$ cat src/hw/rtl/assert_macros.svh
// assertion macros used by the top-level rtl file
`ifndef ASSERT_MACROS_SVH
`define ASSERT_MACROS_SVH
`ifndef ASSERT_OFF
// same-cycle implication
`define ASSERT_IMPLY(label, clk, rst, ante, cons) \
   label: assert property (@(posedge clk) disable iff (rst) (ante) |-> (cons)) \
      else $error("assertion failed");
// next-cycle implication
`define ASSERT_NEXT(label, clk, rst, ante, cons) \
   label: assert property (@(posedge clk) disable iff (rst) (ante) |=> (cons)) \
      else $error("assertion failed");
`else
`define ASSERT_IMPLY(label, clk, rst, ante, cons)
`define ASSERT_NEXT(label, clk, rst, ante, cons)
`endif
`endif

$ cat src/hw/rtl/siu_pkg.sv
// types, constants and helper functions of the uneven simpson integrator
package siu_pkg;

   localparam int FRAC_BITS = 16;
   localparam int K_SHIFT   = 32 - FRAC_BITS;

   localparam logic signed [63:0] INT64_MAX = 64'sh7FFF_FFFF_FFFF_FFFF;
   localparam logic signed [63:0] INT64_MIN = 64'sh8000_0000_0000_0000;
   localparam logic [31:0] SPACING_RESET = 32'h0001_0000;

   typedef enum logic {
      CSR_USE_POSITIONS   = 1'b0,
      CSR_UNIFORM_SPACING = 1'b1
   } csr_index_type;

   // operand sets of the multiply-shift-divide unit
   typedef enum logic [3:0] {
      OP_PW0, OP_PW2, OP_PSK, OP_EV2, OP_EV1, OP_EHK, OP_TRP, OP_SY0, OP_SY1, OP_SY2
   } msd_op_type;

   typedef enum logic [1:0] {
      DIV_REAL, DIV_ONE, DIV_F, DIV_F1
   } div_mode_type;

   typedef enum logic [1:0] {
      UOP_MSD, UOP_ALU, UOP_DONE
   } uop_kind_type;

   typedef enum logic [1:0] {
      TERM_PAIR, TERM_END, TERM_TRAP
   } term_type;

   typedef struct packed {
      uop_kind_type kind;
      msd_op_type   op;
      logic         sub;
      logic [1:0]   src_a;
      logic [1:0]   src_b;
      logic [1:0]   dst;
   } uop_type;

   typedef struct packed {
      logic    capture;
      logic    plan_clear;
      logic    mark_zero;
      logic    msd_start;
      logic    alu_en;
      logic    commit;
      logic    emit;
      uop_type uop;
   } ctrl_cmd_type;

   typedef struct packed {
      logic first;
      logic last;
      logic seen_ge2;
      logic parity;
      logic h0_zero;
      logic h1_zero;
      logic s_zero;
      logic msd_done;
      logic out_free;
   } dp_status_type;

   typedef struct packed {
      logic              sat;
      logic signed [63:0] value;
   } sat_res_type;

   function automatic sat_res_type sat_add(logic signed [63:0] a, logic signed [63:0] b);
      sat_res_type r;
      logic signed [63:0] s;
      s = a + b;
      r.sat = (a[63] == b[63]) && (s[63] != a[63]);
      r.value = r.sat ? (a[63] ? INT64_MIN : INT64_MAX) : s;
      return r;
   endfunction

   function automatic sat_res_type sat_sub(logic signed [63:0] a, logic signed [63:0] b);
      sat_res_type r;
      if (b == INT64_MIN) begin
         r.sat = 1'b1;
         r.value = a[63] ? (a + INT64_MIN) : INT64_MAX;
      end else begin
         r = sat_add(a, -b);
      end
      return r;
   endfunction

   function automatic uop_type uop_msd(msd_op_type op, logic [1:0] src, logic [1:0] dst);
      uop_type u;
      u = '{kind: UOP_MSD, op: op, sub: 1'b0, src_a: src, src_b: 2'd0, dst: dst};
      return u;
   endfunction

   function automatic uop_type uop_alu(logic sub, logic [1:0] a, logic [1:0] b,
                                       logic [1:0] dst);
      uop_type u;
      u = '{kind: UOP_ALU, op: OP_PSK, sub: sub, src_a: a, src_b: b, dst: dst};
      return u;
   endfunction

   // step sequences of the three terms, temps t0..t3
   function automatic uop_type get_uop(term_type term, logic [3:0] step);
      uop_type u;
      u = '{kind: UOP_DONE, op: OP_PSK, sub: 1'b0, src_a: 2'd0, src_b: 2'd0, dst: 2'd0};
      unique case (term)
         TERM_PAIR: begin
            unique case (step)
               4'd0: u = uop_msd(OP_PW0, 2'd0, 2'd0);
               4'd1: u = uop_msd(OP_PW2, 2'd0, 2'd2);
               4'd2: u = uop_msd(OP_PSK, 2'd0, 2'd1);
               4'd3: u = uop_alu(1'b1, 2'd1, 2'd0, 2'd1);
               4'd4: u = uop_alu(1'b1, 2'd1, 2'd2, 2'd1);
               4'd5: u = uop_msd(OP_SY0, 2'd0, 2'd0);
               4'd6: u = uop_msd(OP_SY1, 2'd1, 2'd1);
               4'd7: u = uop_msd(OP_SY2, 2'd2, 2'd2);
               4'd8: u = uop_alu(1'b0, 2'd0, 2'd1, 2'd0);
               4'd9: u = uop_alu(1'b0, 2'd0, 2'd2, 2'd0);
               default: ;
            endcase
         end
         TERM_END: begin
            unique case (step)
               4'd0: u = uop_msd(OP_EV2, 2'd0, 2'd2);
               4'd1: u = uop_msd(OP_EV1, 2'd0, 2'd1);
               4'd2: u = uop_msd(OP_EHK, 2'd0, 2'd0);
               4'd3: u = uop_alu(1'b0, 2'd2, 2'd1, 2'd3);
               4'd4: u = uop_alu(1'b1, 2'd3, 2'd0, 2'd0);
               4'd5: u = uop_msd(OP_SY2, 2'd2, 2'd2);
               4'd6: u = uop_msd(OP_SY1, 2'd1, 2'd1);
               4'd7: u = uop_msd(OP_SY0, 2'd0, 2'd0);
               4'd8: u = uop_alu(1'b0, 2'd2, 2'd1, 2'd1);
               4'd9: u = uop_alu(1'b1, 2'd1, 2'd0, 2'd0);
               default: ;
            endcase
         end
         TERM_TRAP: begin
            unique case (step)
               4'd0: u = uop_msd(OP_TRP, 2'd0, 2'd0);
               default: ;
            endcase
         end
         default: ;
      endcase
      return u;
   endfunction

endpackage

$ cat src/hw/rtl/siu_ctrl.sv
// controller: request intake, term selection and step sequencing
module siu_ctrl (
   input  logic                   clock,
   input  logic                   reset,
   input  logic                   req_valid,
   output logic                   req_stall,
   input  siu_pkg::dp_status_type status,
   output siu_pkg::ctrl_cmd_type  cmd
);
   import siu_pkg::*;

   typedef enum logic [5:0] {
      ST_IDLE   = 6'b000001,
      ST_PLAN   = 6'b000010,
      ST_ISSUE  = 6'b000100,
      ST_WAIT   = 6'b001000,
      ST_COMMIT = 6'b010000,
      ST_EMIT   = 6'b100000
   } ctrl_state_type;

   ctrl_state_type state_ff, state_in;
   term_type term_ff, term_in;
   logic [3:0] step_ff, step_in;
   uop_type uop;
   logic par_next;

   assign uop       = get_uop(term_ff, step_ff);
   assign par_next  = ~status.parity;
   assign req_stall = (state_ff != ST_IDLE);

   always_comb begin
      state_in = state_ff;
      term_in  = term_ff;
      step_in  = step_ff;
      cmd      = '0;
      unique case (state_ff)
         ST_IDLE: begin
            if (req_valid) begin
               cmd.capture = 1'b1;
               state_in    = ST_PLAN;
            end
         end
         ST_PLAN: begin
            cmd.plan_clear = 1'b1;
            step_in        = 4'd0;
            priority if (status.first) begin
               state_in = ST_COMMIT;
            end else if (status.seen_ge2 && !par_next) begin
               if (status.h0_zero || status.h1_zero) begin
                  cmd.mark_zero = 1'b1;
                  state_in      = ST_COMMIT;
               end else begin
                  term_in  = TERM_PAIR;
                  state_in = ST_ISSUE;
               end
            end else if (status.last && par_next && status.seen_ge2) begin
               if (status.h0_zero || status.s_zero) begin
                  cmd.mark_zero = 1'b1;
                  state_in      = ST_COMMIT;
               end else begin
                  term_in  = TERM_END;
                  state_in = ST_ISSUE;
               end
            end else if (status.last && par_next) begin
               term_in  = TERM_TRAP;
               state_in = ST_ISSUE;
            end else begin
               state_in = ST_COMMIT;
            end
         end
         ST_ISSUE: begin
            cmd.uop = uop;
            unique case (uop.kind)
               UOP_MSD: begin
                  cmd.msd_start = 1'b1;
                  state_in      = ST_WAIT;
               end
               UOP_ALU: begin
                  cmd.alu_en = 1'b1;
                  step_in    = step_ff + 4'd1;
               end
               default: state_in = ST_COMMIT;
            endcase
         end
         ST_WAIT: begin
            cmd.uop = uop;
            if (status.msd_done) begin
               step_in  = step_ff + 4'd1;
               state_in = ST_ISSUE;
            end
         end
         ST_COMMIT: begin
            cmd.commit = 1'b1;
            state_in   = status.last ? ST_EMIT : ST_IDLE;
         end
         ST_EMIT: begin
            if (status.out_free) begin
               cmd.emit = 1'b1;
               state_in = ST_IDLE;
            end
         end
         default: state_in = ST_IDLE;
      endcase
   end

   always_ff @(posedge clock) begin
      if (reset) begin
         state_ff <= ST_IDLE;
         term_ff  <= TERM_PAIR;
         step_ff  <= 4'd0;
      end else begin
         state_ff <= state_in;
         term_ff  <= term_in;
         step_ff  <= step_in;
      end
   end

endmodule

$ cat config.mk
export PLATFORM = sky130hd
export DESIGN_NAME = siu_ctrl
export DESIGN_NICKNAME = d
export VERILOG_FILES = /design/src/hw/rtl/assert_macros.svh /design/src/hw/rtl/siu_pkg.sv /design/src/hw/rtl/siu_ctrl.sv
export SDC_FILE = /design/constraint.sdc
export NUM_CORES = 1
export LEC_CHECK = 0
export BUFFER_PORTS_ARGS = -buffer_cell sky130_fd_sc_hd__clkbuf_2
export CORE_UTILIZATION = 46
export CTS_CLUSTER_SIZE = 24
export DETAILED_ROUTE_END_ITERATION = 16
export PLACE_DENSITY = 0.71
export SLEW_MARGIN = 25
export SYNTH_ARGS = -nofsm -noshare
export SYNTH_HDL_FRONTEND = slang
export SYNTH_SLANG_ARGS = --single-unit
export TNS_END_PERCENT = 30
$ cat constraint.sdc
create_clock -name clock -period 6.5 [get_ports clock]
set_input_delay 1.3 -clock clock [delete_from_list [all_inputs] [get_ports clock]]
set_output_delay 1.3 -clock clock [all_outputs]
set_load 0.01 [all_outputs]
; ---- After elaboration in Yosys (flattened, before gate mapping)
; Index checks and enable logic that the tools add are counted.
[totals]
out_inout_bits = 21
ff_bits = 12
wordCells = 85
inputBits = 12
[classes]
bitwise_logic = 2
n_addsub = 1
muxes = 39
reduce_logical = 14
n_eq_ne = 26
[ops]
columns = operator, n
row1 = case mux 13 bit (10 select lines), 2
row2 = 2-to-1 mux 6 bit, 7
row3 = case mux 13 bit (3 select lines), 1
row4 = case mux 6 bit (6 select lines), 1
row5 = 2-to-1 mux 13 bit, 2
row6 = equality test 4 x 3 -> 1 bit (second input constant), 4
row7 = 2-to-1 mux 5 bit, 3
row8 = 2-to-1 mux 2 bit, 7
row9 = 2-to-1 mux 1 bit, 12
row10 = case mux 4 bit (3 select lines), 1
row11 = case mux 6 bit (2 select lines), 1
row12 = != test 2 bit (second input constant), 5
row13 = equality test 4 x 2 -> 1 bit (second input constant), 2
row14 = equality test 4 bit (second input constant), 2
row15 = 2-to-1 mux 4 bit, 2
row16 = equality test 6 x 1 -> 1 bit (second input constant), 1
row17 = equality test 6 x 2 -> 1 bit (second input constant), 1
row18 = equality test 6 x 3 -> 1 bit (second input constant), 1
row19 = equality test 6 x 4 -> 1 bit (second input constant), 1
row20 = equality test 6 x 5 -> 1 bit (second input constant), 1
row21 = equality test 6 bit (second input constant), 1
row22 = != test 6 x 1 -> 1 bit (second input constant), 1
row23 = nonzero test 3 bit, 2
row24 = AND reduction 5 bit, 1
row25 = 14 further kinds, 20

; ---- Logic depth before layout (Yosys ltp)
[logic_depth]
word_depth = 7
depth_mapped = 8
mapped_depth_nobuf = 7

; ---- Worst setup path after synthesis
; No wires, ideal clock.
[synth_timing]
kind = register to output
startpoint = register state_ff[1]
endpoint = output cmd[7] (netlist bit)
path_buffers = 1
path_stages_with_launch = 7
t_required_ps = 5200
setup_slack_ps = 3270
t_arrival_ps = 1930
cell_sequence = dfxtp_1 -> or4_2 -> or2_1 -> clkbuf_2 -> nor2_1 -> nand2_1 -> a211oi_1
[synth_lines]
columns = item, line_no
row1 = start: declaration, siu_ctrl.sv:21  ; ctrl_state_type state_ff, state_in;
row2 = start signal: assignment, siu_ctrl.sv:112  ; state_ff <= state_in;
row3 = end: declaration, siu_ctrl.sv:8  ; output siu_pkg::ctrl_cmd_type cmd

==> impl_metrics.toml <==
[outcome]
outcome = "complete, no violations"

[floorplan]
die-height_um = 53.97
die_area_um2 = 2913
rows = 18
io_pins = 33
die_w_um = 53.97
core_area_um2 = 2522
start_util_pct = 49.26

[yosys]
yosys_warnings = 0
synth_top_area_share_pct = 19.34
yosysTopAreaCell = "dfxtp_1"
synth.area.top_cells = "dfxtp_1 (19%), nor2_1 (7.6%), o21ai_0 (5.2%), a21oi_1 (4.8%), nor3_1 (4.4%)"
synth_ff_type = "dfxtp_1"
synth_cells = 177
synth.cell_area_um2 = 1242
synth_nets = 193
async_flop_share_pct = 0
synth.distinct_cells = 52
synth_seq_area_share_pct = 19.34
synth-edff-count = 0
ys_seq_elements = 12
synth.avg_cell_area_um2 = 7.019

[grt]
grt_pass1_vias = 1122
grt_pass1_wl_um = 4926
antenna_found_initial = 0
grt_max_degree = 29
groute.usage.overall_pct = 22.56
grt-ovfl-total = 0

[min_path]
holdPathEnd = "step_ff[1]"
hold_depth = 2
worstHoldPathType = "flop to flop"
hp-start = "step_ff[1]"

[worst_setup_path]
critPathRequiredTime_ns = 5.20
start_kind = "flop"
end_kind = "output pin"
worstPathArrival_ns = 2.44
critPathKind = "flop to output pin"
timing.rr.end = "step_ff[3]"
r2r_slack_ns = 4.06
r2r_cells = 7
path_max_fanout = 8
r2r_start = "step_ff[1]"

[layout]
final_cells = 229
n_antenna_cell = 0
multi_input_area_um2 = 919.6
regArea_um2 = 240.2
fill_cells = 255
drive_gt1_share_pct = 23.62
syn_to_final_growth_pct = 14.30
layout.nets = 216

[timing]
finalHoldViolCount = 0
fin_setup_tns_ns = 0
setup_viol = 0
rsz0062_at_grt = "false"
clock_skew_ns = 0.007385
fin_crit_ns = 3.736
slew-limit-headroom_pct = 50.40
worstMarginPinSlew_ns = 0.7429
slew_viol_final = 0
min_period_over_period_pct = 57.48
fmax_mhz = 267.6

[place]
dp_cells = 225
port_buffers = 32
dpl.hpwl_um = 2352
routabilityCongestion = 0.8359

[cts]
clkLatencyLatePin_ns = 0.28
cts_resized = 0
cts_hold_buf = 0
htreeDepth = 1
numCtsBuffers = 3
path_clk_slew_ns = 0.07
clk_path_buf_depth = 2
cts_root_buffer = "clkbuf_4"
cts_tree = "yes"
cts_sinks = 12
cts_setup_buffers = 0

[routing]
first_iter_violations = 46
drt-total-wl_um = 3069
drc = 0
wl_per_cell_um = 13.40
firstDrtPassIters = 4
vias = 1383
antenna_left = 0
avgViaCountPerCell = 6.039

[power]
power_leakage_nw = 0.5444
irDropWorstVdd_mv = 0.1321
power_density_nw_per_um2 = 144.9
power_uw = 205.7

[flow_run]
cap_violations = 0
-- logic make-up after synthesis --
logic type	count (synthesis)	synth area share [%]
and+or+nand+nor	85	38.07
AOI/OAI and AO/OA	50	28.10
xor gates and xnor gates	2	1.410
DFF	12	19.34
muxes	3	2.417
buffers and inverters	21	6.647
adders and majority gates	4	4.028
-- worst max path at each step --
stage,endpoint,slack [ns],from,cells past startpoint
3_3_place_gp,cmd[17],3.16,status[7],5
3_5_place_dp,cmd[3],3.09,state_ff[1],6
4_1_cts,cmd[3],2.78,state_ff[1],6
5_1_grt,cmd[15],2.64,step_ff[1],6
6_report,cmd[3],2.76,state_ff[1],6
2_1_floorplan,cmd[7],3.27,state_ff[1],6
-- registers in the layout, summed over array words and instances, names as in the netlist --
name / count
state_ff: 6
step_ff: 4
term_ff: 2
-- area by class of cell --
cell class              count  share of cell area, %
repair buffers             32                  11.28
clock buffers               4                  2.555
inverters                   7                  1.850
well taps                  30                  2.643
multi-input cells         144                  64.76
flip-flops and latches     12                  16.92
-- placed cells by master, fill, tap and decap left out, drive strengths merged --
cell type  count
xnor2          2
o211ai         2
nor3b          3
a31oi          4
a2111oi        1
a211oi         1
or2b           1
nand3b         3
o21bai         2
nand2         11
a311o          1
nor2b          5
nor4           4
nand3          4
o311ai         1
nand2b         3
o21ai         13
inv            7
a211o          4
dfxtp         12
o22ai          2
clkbuf        36
o21a           2
and3b          3
o221ai         1
ha             4
a2bb2oi        1
or4b           1
or3            3
or2            2
a21oi         12
a2111o         1
and4           1
or3b           1
a21o           2
mux2i          3
or4            3
nor3          11
and2           1
nor2          25
-- critical path, stage by stage, from the launching register on --
cell	delay [ns]
dfxtp_1	0.35
or4_2	0.69
or2_1	0.37
nor2_1	0.15
nand2_1	0.14
nor3b_1	0.28
clkbuf_2	0.18
-- cell usage after synthesis, types with 2 or more instances --
library cell,count
nand3b_1,3
nand3_1,4
clkbuf_1,10
xnor2_1,2
a211o_1,3
nor4_1,4
nor2b_1,4
nor3_1,11
ha_1,4
buf_2,2
and3b_1,3
o21a_1,2
dfxtp_1,12
o21ai_0,13
nor2_1,25
nand2_1,11
nand2b_1,3
mux2i_1,3
o21bai_1,2
a31oi_1,4
or3_1,2
a21oi_1,12
a21o_1,2
inv_1,7
nor3b_1,2
-- routing by layer --
| layer | track usage (%) | part of all wire, % |
|---|---|---|
| met1 | 28.76 | 44 |
| met2 | 39.71 | 49 |
| met3 | 2.825 | 6.1 |
| met4 | 5.556 | 0.62 |
| met5 | 0 | 0 |
-- power breakdown --
group          total [mW]  switching (mW)  internal [mW]
sequential         0.0820         0.00475         0.0772
combinational      0.0635          0.0364         0.0271
clock              0.0602          0.0261         0.0341
total               0.206          0.0673          0.138
-- through the flow --
step / util [%] / hold slack [ns] / worst slack (ns) / instance area, µm²
finish: 56.30 / 0.5366 / 2.764 / 1420
global route: 56.30 / 0.5846 / 2.641 / 1420
CTS: 56.30 / 0.5399 / 2.780 / 1420
detailed placement: 54.86 / 0.5296 / 3.092 / 1384
global placement: 54.86 / 0.5100 / 3.155 / 1384
floorplan: - / 0.4950 / 3.270 / 1242
Note: power is estimated with default switching activity, not from simulation.
